File: config.mk
export PLATFORM = sky130hd
export DESIGN_NAME = smsort_ctrl
export DESIGN_NICKNAME = d
export VERILOG_FILES = /design/src/design/smsort_pkg.sv /design/src/design/smsort_ctrl.sv
export SDC_FILE = /design/constraint.sdc
export NUM_CORES = 1
export LEC_CHECK = 0
export BUFFER_PORTS_ARGS = -buffer_cell sky130_fd_sc_hd__buf_2
export CAP_MARGIN = 20
export CORE_AREA = 2 2 39 41
export CTS_CLUSTER_SIZE = 20
export DETAILED_ROUTE_END_ITERATION = 10
export DIE_AREA = 0 0 41 43
export GPL_ROUTABILITY_DRIVEN = 1
export PLACE_DENSITY = 0.6
export SLEW_MARGIN = 15
export SYNTH_ARGS = -nofsm -noshare
export SYNTH_HDL_FRONTEND = slang
export SYNTH_SLANG_ARGS = --single-unit
File: constraint.sdc
create_clock -name clk -period 1.7 [get_ports clk]
set_input_delay 0.085 -clock clk [delete_from_list [all_inputs] [get_ports clk]]
set_output_delay 0.085 -clock clk [all_outputs]
set_load 0.05 [all_outputs]
File: src/design/smsort_pkg.sv
// Shared types and constants for the stable merge sorter.
// Command and status bundles between the controller and the datapath.
// No dependencies.
`timescale 1ns / 1ps

package smsort_pkg;

    // Field widths of the stream payloads
    localparam int KEY_FIELD_W = 32;
    localparam int TAG_W       = 16;
    localparam int DATA_W      = 48;

    // Commands from the controller to the datapath
    typedef struct packed {
        logic load_acc;   // input item accepted: store it or drop it
        logic pass_init;  // set closed: start the first merge pass
        logic pass_next;  // advance to the next pass, swap banks
        logic seg_init;   // set up the two runs of the next segment
        logic seg_next;   // advance to the next segment
        logic merge_wr;   // write the smaller head to the other bank
        logic emit_init;  // restart the emit pointer
        logic emit_sel;   // read port A follows the emit pointer
        logic emit_next;  // advance the emit pointer
        logic out_load;   // load the output register
        logic run_clear;  // clear count and overflow flag after the run
    } smsort_cmd_t;

    // Status from the datapath to the controller
    typedef struct packed {
        logic pass_done;  // run width covers the whole set
        logic segs_done;  // all segments of this pass merged
        logic seg_done;   // both runs of this segment exhausted
        logic emit_last;  // emit pointer at the last stored item
        logic out_free;   // output register can take an item
    } smsort_stat_t;

endpackage

File: src/design/smsort_ctrl.sv
// Sequencing state machine of the stable merge sorter.
// Depends on smsort_pkg for the command and status bundles.
`timescale 1ns / 1ps

module smsort_ctrl
    import smsort_pkg::*;
(
    input  logic         clk,
    input  logic         rst_n,
    input  logic         s_axis_tvalid,
    input  logic         s_axis_tlast,
    output logic         s_axis_tready,
    input  smsort_stat_t stat,
    output smsort_cmd_t  cmd
);

    typedef enum logic [2:0] {
        S_LOAD,
        S_PASS,
        S_SEG,
        S_RD,
        S_WR,
        S_ERD,
        S_EOUT
    } state_t;

    state_t state_reg;
    state_t state_next;
    logic   accept;

    assign s_axis_tready = (state_reg == S_LOAD);
    assign accept        = s_axis_tvalid && s_axis_tready;

    // Decode commands and the next state
    always_comb
    begin
        cmd        = '0;
        state_next = state_reg;
        unique case (state_reg)
            S_LOAD:
            begin
                if (accept)
                begin
                    cmd.load_acc = 1'b1;
                    if (s_axis_tlast)
                    begin
                        cmd.pass_init = 1'b1;
                        state_next    = S_PASS;
                    end
                end
            end
            S_PASS:
            begin
                if (stat.pass_done)
                begin
                    cmd.emit_init = 1'b1;
                    state_next    = S_ERD;
                end
                else
                begin
                    state_next = S_SEG;
                end
            end
            S_SEG:
            begin
                if (stat.segs_done)
                begin
                    cmd.pass_next = 1'b1;
                    state_next    = S_PASS;
                end
                else
                begin
                    cmd.seg_init = 1'b1;
                    state_next   = S_RD;
                end
            end
            S_RD:
            begin
                if (stat.seg_done)
                begin
                    cmd.seg_next = 1'b1;
                    state_next   = S_SEG;
                end
                else
                begin
                    state_next = S_WR;
                end
            end
            S_WR:
            begin
                cmd.merge_wr = 1'b1;
                state_next   = S_RD;
            end
            S_ERD:
            begin
                cmd.emit_sel = 1'b1;
                state_next   = S_EOUT;
            end
            S_EOUT:
            begin
                cmd.emit_sel = 1'b1;
                if (stat.out_free)
                begin
                    cmd.out_load = 1'b1;
                    if (stat.emit_last)
                    begin
                        cmd.run_clear = 1'b1;
                        state_next    = S_LOAD;
                    end
                    else
                    begin
                        cmd.emit_next = 1'b1;
                        state_next    = S_ERD;
                    end
                end
            end
            default:
            begin
                state_next = S_LOAD;
            end
        endcase
    end

    // Hold state
    always_ff @(posedge clk or negedge rst_n)
    begin
        if (!rst_n)
        begin
            state_reg <= S_LOAD;
        end
        else
        begin
            state_reg <= state_next;
        end
    end

endmodule

==> flow_metrics.py <==
metrics = {
    "outcome": {
        "status": "completed",
    },
    "timing": {
        "clock.fmax_ghz": 0.6336,
        "fin_ws_ns": 0.1218,
        "setup_tns_ns": 0,
        "post-route-min-period_ns": 1.578,
        "grt_setup_unrepaired": "false",
        "max_slew_margin": 0.7719,
        "finalCritPeriodShare": 0.9284,
        "slew_violations": 0,
        "fin_skew_ns": 0.002343,
        "tightest_slew_ns": 0.3422,
        "finalHoldViolCount": 0,
        "finalSetupViolCount": 0,
    },
    "route": {
        "postRouteWirelength_microns": 783,
        "wl_per_cell_microns": 10.30,
        "drcViolationCount": 0,
        "met1_length_microns": 315,
        "highest_layer": "met3",
        "via_per_inst": 4.645,
        "wl_met2_microns": 425,
        "dr.first_iter.drc_count": 4,
        "via_count": 353,
        "routed-wl-met3_microns": 42,
        "ant_nets": 0,
        "first_pass_iters": 3,
    },
    "clock_tree": {
        "clockBufferDepth": 2,
        "cts_htree_levels": 1,
        "cts-buffers-inserted": 3,
        "clkSinkCount": 3,
        "path_clk_slew_ns": 0.04,
        "post_cts_buffers": 0,
        "insertion_delay_ns": 0.23,
        "cts_tree": "yes",
        "root_buffer": "clkbuf_4",
    },
    "floorplanning": {
        "die_h_microns": 43,
        "placementRows": 14,
        "design.core.area_sq_um": 1384,
        "die-area_sq_um": 1763,
        "start_util": 0.2351,
        "die_x_microns": 41,
        "ios": 21,
    },
    "worst_setup_path": {
        "crit_buf_inv": 1,
        "path_max_fanout": 10,
        "critical_path_class": "reg2out",
        "crit_required_ns": 1.62,
        "cp.arrival_ns": 1.49,
        "critPathMaxStageDelay_ns": 0.49,
        "critPathLaunchType": "register",
        "crit_chain": "nand2b_1, nor3b_2, buf_2",
        "critPathTopFamily": "simple AND/OR/NAND/NOR gates",
        "worst_setup_path_end_kind": "output port",
        "cp_slowest_cell": "dfrtp_1",
    },
    "power": {
        "power_switching_uw": 552.3,
        "power_frac_comb": 0.614,
        "p_int_uw": 405.2,
        "p_leak_nw": 0.2305,
        "p_sw_frac": 0.5768,
        "power_frac_clock": 0.129,
        "ir_drop_uv": 861.4,
        "p_per_area_nw_per_um2": 2025,
        "p_total_uw": 957.5,
        "p_seq_frac": 0.256,
    },
    "placed_design": {
        "pre_cts_ws_ns": 0.3034,
        "portBuffers": 20,
        "gp_congestion": 0.7591,
        "hpwl_microns": 583.6,
    },
    "layout": {
        "layout_common_cells": "20 x buf_2, 4 x nand2b_1",
        "num-fill-cells": 161,
        "largest_register_ffs": 3,
        "multiInputGateArea_sq_um": 239.0,
        "diodes": 0,
        "area_growth_pct": 45.38,
        "drive_gt1_frac": 0.5500,
        "fin_nets": 70,
        "final_common_cell": "buf_2",
        "regArea_sq_um": 77.57,
    },
    "synth": {
        "avgSynthCellArea_sq_um": 8.561,
        "ys_warn_count": 0,
        "synth_nets": 47,
        "ys_seq_area_frac": 0.2308,
        "syn_area_sq_um": 325.3,
        "ys_seq_elements": 3,
        "synth.distinct_cells": 21,
        "synthCells": 38,
    },
    "run": {
        "maxCapViolCount": 0,
    },
    "global_routing": {
        "grt_overflow": 0,
        "antenna_found_initial": 0,
        "grt_pass1_vias": 318,
        "grt_pass1_wl_microns": 1317,
        "grt_use_total": 0.1088,
        "grt_max_degree": 16,
    },
    "hold_path": {
        "hold_class": "in2reg",
    },
}
==> path summary, 6_finish.rpt <==
kind | slack [ns] | cells past startpoint | to | startpoint
max reg2reg | 0.49 | 3 | state_reg[2] | state_reg[2]
min | 0.11 | 2 | state_reg[1] | stat[4]
min reg2reg | 0.75 | 1 | state_reg[2] | state_reg[0]
min in group asynchronous | 0.18 | 2 | state_reg[2] | rst_n
max in group asynchronous | 1.40 | 2 | state_reg[0] | rst_n
max | 0.12 | 3 | cmd[8] | state_reg[2]
==> power groups by stage <==
| stage | logic (mW) | registers, mW | clock network [mW] |
|---|---|---|---|
| after floorplan | 0.640 | 0.140 | 0 |
| after global placement | 0.590 | 0.238 | 0 |
| after detailed placement | 0.591 | 0.240 | 0 |
| after CTS | 0.596 | 0.240 | 0.128 |
| after global routing | 0.641 | 0.257 | 0.137 |
| final | 0.588 | 0.245 | 0.124 |
==> kinds of logic after synthesis <==
logic type      Yosys count  synth area share
simple gates             21            0.4193
compound gates           11            0.2461
flops                     3            0.2308
buf+inv                   3            0.1038
==> timing repair <==
item	in CTS	in global routing
setup endpoints to repair	0	4
endpoints found under the hold margin	3	0
gates resized for setup	0	2
hold buffers	1	0
==> layer usage <==
layer,track usage,up-vias
met5,0,-
met4,0.06000,0
met3,0.01571,0
met2,0.1656,10
met1,0.1396,160
li1,-,183
==> stage by stage <==
stage          cell area (sq um)  utilization  hold slack, ns  instances
4_1_cts                    470.5       0.3400          0.1121         76
5_1_grt                    473.0       0.3418          0.1247         76
6_report                   473.0       0.3418          0.1096         76
2_1_floorplan              347.8            -         -0.2106         38
3_3_place_gp               434.2       0.3137         -0.1167         71
3_5_place_dp               434.2       0.3137         -0.1148         71
==> cell usage after synthesis, drive strengths merged <==
cell type  number  area, sq um
nand2           4        17.52
nand2b          4        25.02
and2            3        18.77
buf             3        33.78
dfrtp           3        75.07
nor3            3        26.28
o21ai           3        15.01
a21oi           2        10.01
nor3b           2        15.01
o21a            2        15.01
a21boi          1        7.510
a22o            1        8.760
a32oi           1        8.760
and3            1        6.260
and4b           1        10.01
nor2            1        3.750
nor2b           1        6.260
o221ai          1        15.01
or2b            1        7.510
==> layout make-up <==
cell class	instances	area share
multi-input combinational	32	0.5053
sequential	3	0.1640
clock buffer	4	0.05556
tap	16	0.04233
timing repair buffer	21	0.2328
No activity file was read; power rests on OpenSTA's default activity.
